**src/hw/rtl/mdeb_pkg.sv**
```systemverilog
package mdeb_pkg;

    localparam int NUM_CHANNELS   = 8;
    localparam int FIELD_CHANNELS = 8;
    // Only as many channels as the raw-level and mask fields carry can exist.
    localparam int LIVE_CHANNELS  = (NUM_CHANNELS < FIELD_CHANNELS) ? NUM_CHANNELS
                                                                     : FIELD_CHANNELS;
    localparam int IDX_W          = (LIVE_CHANNELS > 1) ? $clog2(LIVE_CHANNELS) : 1;
    localparam int CH_W           = 3;

    localparam logic [IDX_W-1:0] LAST_CH = IDX_W'(LIVE_CHANNELS - 1);

    localparam logic [15:0] DEBOUNCE_RESET = 16'd50;
    localparam logic [7:0]  MASK_RESET     = 8'hFF;

    localparam logic REG_DEBOUNCE    = 1'b0;
    localparam logic REG_ACTIVE_MASK = 1'b1;

    localparam logic ACTION_SCAN = 1'b0;
    localparam logic ACTION_INIT = 1'b1;

    localparam logic KIND_TRIGGERED = 1'b0;
    localparam logic KIND_RELEASED  = 1'b1;

    typedef struct packed {
        logic        action;
        logic [7:0]  raw_levels;
        logic [31:0] now_time;
    } scan_item_t;

    typedef struct packed {
        logic [CH_W-1:0] sensor_index;
        logic            event_kind;
        logic            last_event;
    } evt_item_t;

    typedef struct packed {
        logic load;
        logic step;
        logic emit;
    } cmd_t;

    typedef struct packed {
        logic scan_last;
        logic pending;
        logic last_pick;
        logic out_free;
    } sts_t;

endpackage

```
**src/hw/rtl/mdeb_datapath.sv**
```systemverilog
module mdeb_datapath (
    input  logic                clk,
    input  logic                rst_n,
    input  mdeb_pkg::cmd_t      cmd,
    output mdeb_pkg::sts_t      sts,
    input  mdeb_pkg::scan_item_t scan_item,
    input  logic [15:0]         debounce_time,
    input  logic [7:0]          active_high_mask,
    input  logic                evt_stall,
    output logic                evt_valid,
    output mdeb_pkg::evt_item_t evt_item
);
    import mdeb_pkg::*;

    scan_item_t             item_reg;
    logic [IDX_W-1:0]       ch_reg;
    logic                   prev_reg   [LIVE_CHANNELS];
    logic                   stable_reg [LIVE_CHANNELS];
    logic [31:0]            ctime_reg  [LIVE_CHANNELS];
    logic [LIVE_CHANNELS-1:0] pend_reg;
    logic [LIVE_CHANNELS-1:0] kind_reg;
    logic                   evt_valid_reg;
    evt_item_t              evt_item_reg;

    logic                   raw;
    logic                   trig;
    logic [31:0]            diff;
    logic                   settled;
    logic [IDX_W-1:0]       pick;
    logic [LIVE_CHANNELS-1:0] rest;
    logic                   last_pick;

    always_comb
    begin
        raw     = item_reg.raw_levels[ch_reg];
        trig    = raw ^ ~active_high_mask[ch_reg];
        diff    = item_reg.now_time - ctime_reg[ch_reg];
        // The wrap-around difference counts only when it reads as non-negative.
        settled = !diff[31] && (diff >= {16'b0, debounce_time});
    end

    // Lowest pending channel goes out first; it is the last one when nothing else remains.
    always_comb
    begin
        pick = '0;
        for (int i = LIVE_CHANNELS - 1; i >= 0; i--)
        begin
            if (pend_reg[i])
            begin
                pick = IDX_W'(i);
            end
        end
        for (int i = 0; i < LIVE_CHANNELS; i++)
        begin
            rest[i] = pend_reg[i] && (IDX_W'(i) != pick);
        end
        last_pick = (rest == '0);
    end

    always_ff @(posedge clk or negedge rst_n)
    begin
        if (!rst_n)
        begin
            ch_reg        <= '0;
            pend_reg      <= '0;
            kind_reg      <= '0;
            evt_valid_reg <= 1'b0;
            for (int i = 0; i < LIVE_CHANNELS; i++)
            begin
                prev_reg[i]   <= 1'b0;
                stable_reg[i] <= 1'b0;
                ctime_reg[i]  <= '0;
            end
        end
        else
        begin
            if (cmd.load)
            begin
                ch_reg   <= '0;
                pend_reg <= '0;
            end
            if (cmd.step)
            begin
                ch_reg <= ch_reg + 1'b1;
                if (item_reg.action == ACTION_INIT)
                begin
                    prev_reg[ch_reg]   <= raw;
                    stable_reg[ch_reg] <= trig;
                    ctime_reg[ch_reg]  <= item_reg.now_time;
                end
                else if (raw != prev_reg[ch_reg])
                begin
                    prev_reg[ch_reg]  <= raw;
                    ctime_reg[ch_reg] <= item_reg.now_time;
                end
                else if (settled && (trig != stable_reg[ch_reg]))
                begin
                    stable_reg[ch_reg] <= trig;
                    pend_reg[ch_reg]   <= 1'b1;
                    kind_reg[ch_reg]   <= trig ? KIND_TRIGGERED : KIND_RELEASED;
                end
            end
            if (cmd.emit)
            begin
                pend_reg[pick] <= 1'b0;
                evt_valid_reg  <= 1'b1;
            end
            else if (!evt_stall)
            begin
                evt_valid_reg <= 1'b0;
            end
        end
    end

    always_ff @(posedge clk)
    begin
        if (cmd.load)
        begin
            item_reg <= scan_item;
        end
        if (cmd.emit)
        begin
            evt_item_reg.sensor_index <= CH_W'(pick);
            evt_item_reg.event_kind   <= kind_reg[pick];
            evt_item_reg.last_event   <= last_pick;
        end
    end

    assign sts.scan_last = (ch_reg == LAST_CH);
    assign sts.pending   = |pend_reg;
    assign sts.last_pick = last_pick;
    assign sts.out_free  = !evt_valid_reg || !evt_stall;

    assign evt_valid = evt_valid_reg;
    assign evt_item  = evt_item_reg;

endmodule

```
**src/hw/rtl/mdeb_ctrl.sv**
```systemverilog
module mdeb_ctrl (
    input  logic           clk,
    input  logic           rst_n,
    input  logic           scan_valid,
    output logic           scan_stall,
    input  mdeb_pkg::sts_t sts,
    output mdeb_pkg::cmd_t cmd
);
    import mdeb_pkg::*;

    localparam logic [1:0] ST_IDLE = 2'd0;
    localparam logic [1:0] ST_SCAN = 2'd1;
    localparam logic [1:0] ST_EMIT = 2'd2;

    logic [1:0] state_reg;
    logic [1:0] state_next;

    always_comb
    begin
        state_next = state_reg;
        cmd        = '0;
        scan_stall = 1'b1;
        case (state_reg)
            ST_IDLE:
            begin
                scan_stall = 1'b0;
                if (scan_valid)
                begin
                    cmd.load   = 1'b1;
                    state_next = ST_SCAN;
                end
            end
            ST_SCAN:
            begin
                cmd.step = 1'b1;
                if (sts.scan_last)
                begin
                    state_next = ST_EMIT;
                end
            end
            ST_EMIT:
            begin
                if (!sts.pending)
                begin
                    state_next = ST_IDLE;
                end
                else if (sts.out_free)
                begin
                    cmd.emit = 1'b1;
                    if (sts.last_pick)
                    begin
                        state_next = ST_IDLE;
                    end
                end
            end
            default:
            begin
                state_next = ST_IDLE;
            end
        endcase
    end

    always_ff @(posedge clk or negedge rst_n)
    begin
        if (!rst_n)
        begin
            state_reg <= ST_IDLE;
        end
        else
        begin
            state_reg <= state_next;
        end
    end

    a_emit_needs_slot: assert property (@(posedge clk) disable iff (!rst_n)
        cmd.emit |-> (sts.pending && sts.out_free))
        else $error("event issued without a pending channel or a free output slot");

    a_scan_to_emit: assert property (@(posedge clk) disable iff (!rst_n)
        (state_reg == ST_SCAN && sts.scan_last) |=> (state_reg == ST_EMIT))
        else $error("scan pass did not hand over to event output");

    a_emit_done: assert property (@(posedge clk) disable iff (!rst_n)
        (state_reg == ST_EMIT && !sts.pending) |=> (state_reg == ST_IDLE))
        else $error("controller stayed in event output with nothing pending");

    a_busy_after_load: assert property (@(posedge clk) disable iff (!rst_n)
        cmd.load |=> scan_stall)
        else $error("new scan accepted while the previous one is in progress");

endmodule

```
**src/hw/rtl/multichannel_debounce_edge_events.sv**
```systemverilog
// Multi-channel switch debouncer with edge events.
//
// The scan channel (scan_valid, scan_stall, scan_item) takes one item per scan: an action
// bit, the raw levels of all lines and a 32-bit millisecond timestamp. An init item loads
// the stable states from the raw levels and emits nothing. A debounce scan emits one item
// on the event channel (evt_valid, evt_stall, evt_item) for every channel whose debounced
// state changed, in ascending channel order, with last_event set on the final one.
// The channels are visited one per cycle in the channel loop after the accepting edge;
// the events are then registered at the output, one per cycle while the receiver does
// not stall.
// A new scan is accepted while the last event of the previous one still waits.
// When the receiver stalls, the held event stays put and the remaining events of the scan
// wait behind it.
// Reset clears all channel state to released with zero timestamps, and restores the
// debounce time to 50 and the active-high mask to all ones. Registers sit on the APB
// port at byte addresses 0 (debounce time) and 4 (active-high mask).
module multichannel_debounce_edge_events (
    input  logic                 clk,
    input  logic                 rst_n,
    input  logic                 psel,
    input  logic                 penable,
    input  logic                 pwrite,
    input  logic [2:0]           paddr,
    input  logic [31:0]          pwdata,
    output logic [31:0]          prdata,
    output logic                 pready,
    input  logic                 scan_valid,
    output logic                 scan_stall,
    input  mdeb_pkg::scan_item_t scan_item,
    output logic                 evt_valid,
    input  logic                 evt_stall,
    output mdeb_pkg::evt_item_t  evt_item
);
    import mdeb_pkg::*;

    logic [15:0] debounce_reg;
    logic [7:0]  mask_reg;
    logic        reg_sel;
    logic        wr_en;
    cmd_t        cmd;
    sts_t        sts;

    assign reg_sel = paddr[2];
    assign wr_en   = psel && penable && pwrite;
    assign pready  = 1'b1;

    always_ff @(posedge clk or negedge rst_n)
    begin
        if (!rst_n)
        begin
            debounce_reg <= DEBOUNCE_RESET;
            mask_reg     <= MASK_RESET;
        end
        else if (wr_en)
        begin
            case (reg_sel)
                REG_DEBOUNCE:    debounce_reg <= pwdata[15:0];
                REG_ACTIVE_MASK: mask_reg     <= pwdata[7:0];
                default:         ;
            endcase
        end
    end

    always_comb
    begin
        case (reg_sel)
            REG_DEBOUNCE:    prdata = {16'b0, debounce_reg};
            REG_ACTIVE_MASK: prdata = {24'b0, mask_reg};
            default:         prdata = '0;
        endcase
    end

    mdeb_ctrl u_ctrl (
        .clk        (clk),
        .rst_n      (rst_n),
        .scan_valid (scan_valid),
        .scan_stall (scan_stall),
        .sts        (sts),
        .cmd        (cmd)
    );

    mdeb_datapath u_datapath (
        .clk              (clk),
        .rst_n            (rst_n),
        .cmd              (cmd),
        .sts              (sts),
        .scan_item        (scan_item),
        .debounce_time    (debounce_reg),
        .active_high_mask (mask_reg),
        .evt_stall        (evt_stall),
        .evt_valid        (evt_valid),
        .evt_item         (evt_item)
    );

endmodule
```
**config.mk**
```make
export PLATFORM = sky130hd
export DESIGN_NAME = multichannel_debounce_edge_events
export DESIGN_NICKNAME = d
export VERILOG_FILES = /design/src/hw/rtl/mdeb_pkg.sv /design/src/hw/rtl/mdeb_datapath.sv /design/src/hw/rtl/mdeb_ctrl.sv /design/src/hw/rtl/multichannel_debounce_edge_events.sv
export SDC_FILE = /design/constraint.sdc
export NUM_CORES = 1
export LEC_CHECK = 0
export BUFFER_PORTS_ARGS = -buffer_cell sky130_fd_sc_hd__buf_2
export CORE_UTILIZATION = 35
export CTS_CLUSTER_SIZE = 30
export DETAILED_ROUTE_END_ITERATION = 8
export GPL_ROUTABILITY_DRIVEN = 0
export PLACE_DENSITY_LB_ADDON = 0.08
export SLEW_MARGIN = 20
export SYNTH_ARGS = -nofsm -noshare
export SYNTH_HDL_FRONTEND = slang
export SYNTH_SLANG_ARGS = --single-unit
```
**constraint.sdc**
```tcl
create_clock -name clk -period 7.3 [get_ports clk]
set_clock_uncertainty 0.1 [all_clocks]
set_input_delay 1.095 -clock clk [delete_from_list [all_inputs] [get_ports clk]]
set_output_delay 1.095 -clock clk [all_outputs]
set_load 0.01 [all_outputs]
```
=== Word-level counts from Yosys, hierarchy flattened ===
Cells that the tools add are included.

* Equality and inequality tests: 18
* Reductions and logical operators: 32
* Multiplexer cells: 67
* $add $sub $neg: 2
* Bitwise logic cells: 9
* Magnitude comparators: 7

{| class="wikitable"
|+ Operators with widths
! operator !! number
|-
| $mux 256 || 2
|-
| $bwmux 256 || 1
|-
| $bmux 32 s3 || 1
|-
| $demux 32 s3 || 1
|-
| $mux 32 || 3
|-
| $mux 8 || 11
|-
| $pmux 32 s2 || 1
|-
| $ge 32x16->1 || 1
|-
| $sub 32x32->32 || 1
|-
| $mux 3 || 10
|-
| $bwmux 8 || 3
|-
| $mux 1 || 20
|-
| $bmux 1 s3 || 5
|-
| $logic_and 1x1->1 || 15
|-
| $ne 3x3->1 const A || 4
|-
| $mux 2 || 5
|-
| $demux 1 s3 || 3
|-
| $and 8x8->8 || 1
|-
| $logic_not 8->1 || 1
|-
| $lt 3x4->1 const B || 2
|-
| $not 8->8 || 1
|-
| $or 8x8->8 || 1
|-
| $reduce_and 4->1 || 2
|-
| $reduce_or 8->1 || 1
|-
| other kinds (25) || 39
|}

* Bits in registers: 364
* Output and inout port bits: 40

=== Depth between registers and ports, before layout ===
* Depth after elaboration: 15
* Mapped depth: 29
* Gate-level depth less buffers: 24

=== By module ===
From an unflattened synthesis, not the netlist that was laid out.

* Cells, all modules: 1443
* Area, all modules: 18017.3 µm²

{| class="wikitable"
|+ By module, submodules not included
! module !! sequential area each (µm²) !! area each (µm²) !! cells an instance !! times used
|-
| mdeb_datapath || 8688.3 || 16633.5 || 1341 || 1
|-
| multichannel_debounce_edge_events || 614.3 || 1261.2 || 88 || 1
|-
| mdeb_ctrl || 50.0 || 122.6 || 14 || 1
|}

=== Worst setup path after synthesis ===
No wires, ideal clock.

* Path kind: register to register
* Start point: reg u_datapath.ch_reg[1]
* End point: reg u_datapath.stable_reg[1] (netlist name)
* Arrival time: 6.407 ns
* Data required time: 7.072 ns
* Clock period less this slack: 6.634 ns
* Path buffers: 5
* Library setup time: 0.128 ns
* Path slack: 0.666 ns
* Stages on the path, launching flop included: 28
* Cells stage by stage: dfrtp_1 clkbuf_1 clkbuf_1 and2_1 clkbuf_1 clkbuf_1 a22oi_1 and4_1 ha_1 o211ai_2 a21oi_1 o41ai_4 o21ai_0 a31oi_1 o21ai_0 xor2_1 ha_1 a21oi_1 a21boi_0 a2111oi_2 o221ai_1 a211o_1 a2111oi_2 nand4_1 o41ai_4 buf_6 a21oi_1 mux2_1

* Longest elaborated chain between the ends: 10

{| class="wikitable"
|+ Ends and longest elaborated chain
! what !! line !! RTL
|-
| from (decl) || mdeb_datapath.sv:16 || <nowiki>logic [IDX_W-1:0] ch_reg;</nowiki>
|-
| from (signal assigned) || mdeb_datapath.sv:84 || <nowiki>ch_reg <= ch_reg + 1'b1;</nowiki>
|-
| $not 3->4 (not written as such) || - ||
|-
| $bmux 32 s3 || mdeb_datapath.sv:37 || <nowiki>diff = item_reg.now_time - ctime_reg[ch_reg];</nowiki>
|-
| $mux 32 (not written as such) (2 in a row) || mdeb_datapath.sv:37 ||
|-
| $sub 32x32->32 || mdeb_datapath.sv:37 ||
|-
| $ge 32x16->1 / $logic_not 1->1 (equally long branches) || mdeb_datapath.sv:39 || <nowiki>settled = !diff[31] && (diff >= {16'b0, debounce_time});</nowiki>
|-
| $logic_and 1x1->1 || mdeb_datapath.sv:39 ||
|-
| $logic_and 1x1->1 || mdeb_datapath.sv:96 || <nowiki>else if (settled && (trig != stable_reg[ch_reg]))</nowiki>
|-
| $reduce_bool 2->1 (no line) || - ||
|-
| $reduce_and 3->1 (no line) || - ||
|-
| to (signal, indexed assignment) || mdeb_datapath.sv:88 || <nowiki>stable_reg[ch_reg] <= trig;</nowiki>
|-
| to (signal, indexed assignment) || mdeb_datapath.sv:98 || <nowiki>stable_reg[ch_reg] <= trig;</nowiki>
|-
| to (decl) || mdeb_datapath.sv:18 || <nowiki>logic stable_reg [LIVE_CHANNELS];</nowiki>
|}

Parallel ways exist; a longest one is shown, timed or not. The select of a mux whose other input is x is not followed.
A chain may end at the register's enable or synchronous reset.

=== Final worst setup path ===
* Start point: reg u_datapath.ch_reg[1]
* End point: reg u_datapath.kind_reg[3]

* Longest elaborated chain between the ends: 9

{| class="wikitable"
|+ Ends and longest elaborated chain
! what !! line !! RTL
|-
| $not 3->4 (not written as such) || mdeb_datapath.sv:37, mdeb_datapath.sv:91, mdeb_datapath.sv:96 ||
|-
| $bmux 32 s3 || mdeb_datapath.sv:37 ||
|-
| $mux 32 (not written as such) (2 in a row) || mdeb_datapath.sv:37 ||
|-
| $sub 32x32->32 || mdeb_datapath.sv:37 ||
|-
| $ge 32x16->1 / $logic_not 1->1 (equally long branches) || mdeb_datapath.sv:39 ||
|-
| $logic_and 1x1->1 || mdeb_datapath.sv:39 ||
|-
| $logic_and 1x1->1 || mdeb_datapath.sv:96 ||
|-
| $reduce_and 4->1 (no line) || - ||
|-
| to (signal, indexed assignment) || mdeb_datapath.sv:100 || <nowiki>kind_reg[ch_reg] <= trig ? KIND_TRIGGERED : KIND_RELEASED;</nowiki>
|-
| to (decl) || mdeb_datapath.sv:21 || <nowiki>logic [LIVE_CHANNELS-1:0] kind_reg;</nowiki>
|}

Parallel ways exist; a longest one is shown, timed or not. The select of a mux whose other input is x is not followed.

==> results.ini <==
[outcome]
status = completed

[placed_design]
pre_cts_ws_ps = 317
dpl.hpwl_um = 32200
portBuffers = 87
dpl.cell_count = 2170

[cts]
cts_buffer_depth = 3
cts_tree = done
cts.sinks = 364
postCtsHoldBufs = 0
numCtsBuffers = 44
cts-htree-levels = 2
clk_latency_ps = 560
path_clk_slew_ps = 60
root_buffer = clkbuf_16

[floorplanning]
die_x_um = 228
initial_core_util_pct = 35.6
core_area_um2 = 50300
fp.dieH_um = 228
placementRows = 82
dieArea_um2 = 52100
ios = 123

[critical_path]
crit_start = u_datapath.ch_reg[1]
ff2ff_path_depth = 25
r2r-start = u_datapath.ch_reg[1]
slowest_delay_ps = 470
critPathRequiredTime_ps = 7650
end_kind = flop
crit_path_start_kind = flop
critPathMaxFanout = 16
cpLargestDelayFamily = compound AO/OA/AOI/OAI gates
r2r-end = u_datapath.kind_reg[3]
path_class = reg2reg
rrSetupSlack_ps = 490
crit_arrival_ps = 7160
cp_slowest_cell = dfrtp_1
critPathBufInv = 2

[detailed_routing]
drtPass1Iterations = 5
ant_nets = 0
vias = 12200
remaining_drc_errors = 0
post_drt_wl_per_cell_um = 21.9
wl_um = 49400
avgViaCountPerCell = 5.40
drt-initial-drc-count = 729

[synthesis]
synth.largest_area_cell = dfrtp_1
synthFlopType = dfrtp_1
synth_warnings = 0
async_flop_share_pct = 87.4
synthTopCellsByArea = dfrtp_1, mux2_2, edfxtp_1
synth.top_cell.area_share_pct = 42.9
synth_edf_count = 46
avgSynthCellArea_um2 = 12.3
netlist_area_um2 = 17900
yosysMostFrequentCell = dfrtp_1
synth_cells = 1453
yosysSeqAreaShare_pct = 52.2
synth_cell_type_count = 79
ys_ff_latch = 364
synth_top_cells_by_count = dfrtp_1, mux2_2, a22oi_1

[power]
powerDensity_nw_per_um2 = 554
leakage_nw = 8.70
total_power_mw = 11.4
vdd_ir_drop_max_mv = 0.183

[min_path]
min-delay-start = u_datapath.prev_reg[5]
hold_depth = 2
hold_path_class = reg2reg
hold_end = u_datapath.prev_reg[5]

[finish]
nets = 1682
area_growth_pct = 15.2
final_cells = 2253
antenna_cells = 0
fillers = 4842
largest_reg_flops = 256
drive_gt1_share_pct = 33.1

[global_routing]
grtUsageTotal_pct = 19.1
antenna_found_initial = 0
grt_max_degree = 173
gr-total-overflow = 0
grt_pass1_wl_um = 76300
grt_pass1_vias = 12400

[sta]
fin_crit_ps = 6810
finalCritPeriodShare_pct = 93.3
rsz0062_at_grt = no
drv_slew = 0
worst_slew_pin_slew_ps = 1080
fin_ws_ps = 487
max_freq_mhz = 147
relSlewSlack_pct = 27.5
tns_ps = 0
setup_viol = 0
hold_violations = 0

[run]
drv_cap = 0

tightest hold or removal path: stages, from the launching register on:
cell and delay (ps):
dfrtp_1 340, nand2_1 40, o21ai_0 60
worst max-delay path by stage:
stage                     cells after the start                       end  slack (ps)
after floorplan                              27  u_datapath.stable_reg[1]         670
after CTS                                    24    u_datapath.kind_reg[3]         280
after global placement                       23    u_datapath.kind_reg[3]         350
after global routing                         26    u_datapath.kind_reg[6]          60
after detailed placement                     23    u_datapath.kind_reg[3]         320
final                                        25    u_datapath.kind_reg[3]         490
what timing repair did:
| item | CTS | global route |
|---|---|---|
| setup buffers | 0 | 2 |
| endpoints found under the setup margin | 0 | 15 |
| resized for setup | 0 | 1 |
layout by cell type, fill, tap and decap left out, types with 7 or more instances in the layout:
| cell | n |
|---|---|
| xnor2_1 | 14 |
| a21oi_1 | 52 |
| nand2_1 | 81 |
| xor2_1 | 9 |
| o21ai_0 | 50 |
| a22oi_1 | 115 |
| nand2_2 | 10 |
| buf_4 | 39 |
| clkbuf_8 | 12 |
| clkbuf_16 | 45 |
| clkbuf_1 | 14 |
| nand3_1 | 15 |
| and4_1 | 28 |
| mux2_2 | 274 |
| nand2b_1 | 7 |
| mux2_1 | 9 |
| a31oi_1 | 7 |
| inv_1 | 37 |
| conb_1 | 17 |
| nand4_1 | 12 |
| nor3_1 | 13 |
| a22o_1 | 9 |
| nor2_1 | 43 |
| dfstp_2 | 11 |
| ha_1 | 51 |
| and3_1 | 7 |
| buf_2 | 86 |
| mux2i_1 | 9 |
| dfrtp_1 | 307 |
| edfxtp_1 | 46 |
| and2_1 | 11 |
stage by stage:
step,utilization (%),cell area (um^2),hold WS (ps)
floorplan,-,18000,345
global placement,38.1,19200,359
detailed placement,38.1,19200,369
CTS,40.9,20600,383
global route,41.0,20600,409
finish,41.0,20600,379
routing by layer:
layer	track usage, %	vias to the layer above	share of wire [%]
met2	31.5	220	47
met5	0	-	0
met4	5.70	0	2.2
met1	26.1	6272	47
li1	-	5604	-
met3	2.61	66	3.4
logic make-up (layout without fill, tap and decap cells):
family	after synthesis	after routing	synth area share, %
buf+inv	133	246	3.24
compound gates	317	317	12.9
simple gates	264	264	7.78
other cells	2	17	0.0419
xor+xnor	23	23	1.12
fa+ha+maj	52	52	3.68
mux	298	298	19.1
flops	364	364	52.2
power by group:
part           switching (mW)  total, mW  internal, mW
Sequential              0.490       3.44          2.95
Clock                   0.843       2.13          1.29
Combinational            3.31       5.84          2.53
area by class of cell:
| class | count | area, um^2 | share of cell area [%] |
|---|---|---|---|
| clock buffer | 71 | 1340 | 6.52 |
| clock inverter | 9 | 72.6 | 0.352 |
| inverter | 38 | 143 | 0.692 |
| multi-input combinational | 971 | 8080 | 39.2 |
| sequential | 364 | 9350 | 45.4 |
| tap | 672 | 841 | 4.08 |
| timing repair buffer | 128 | 786 | 3.81 |
No activity file was read; power rests on OpenSTA's default activity.
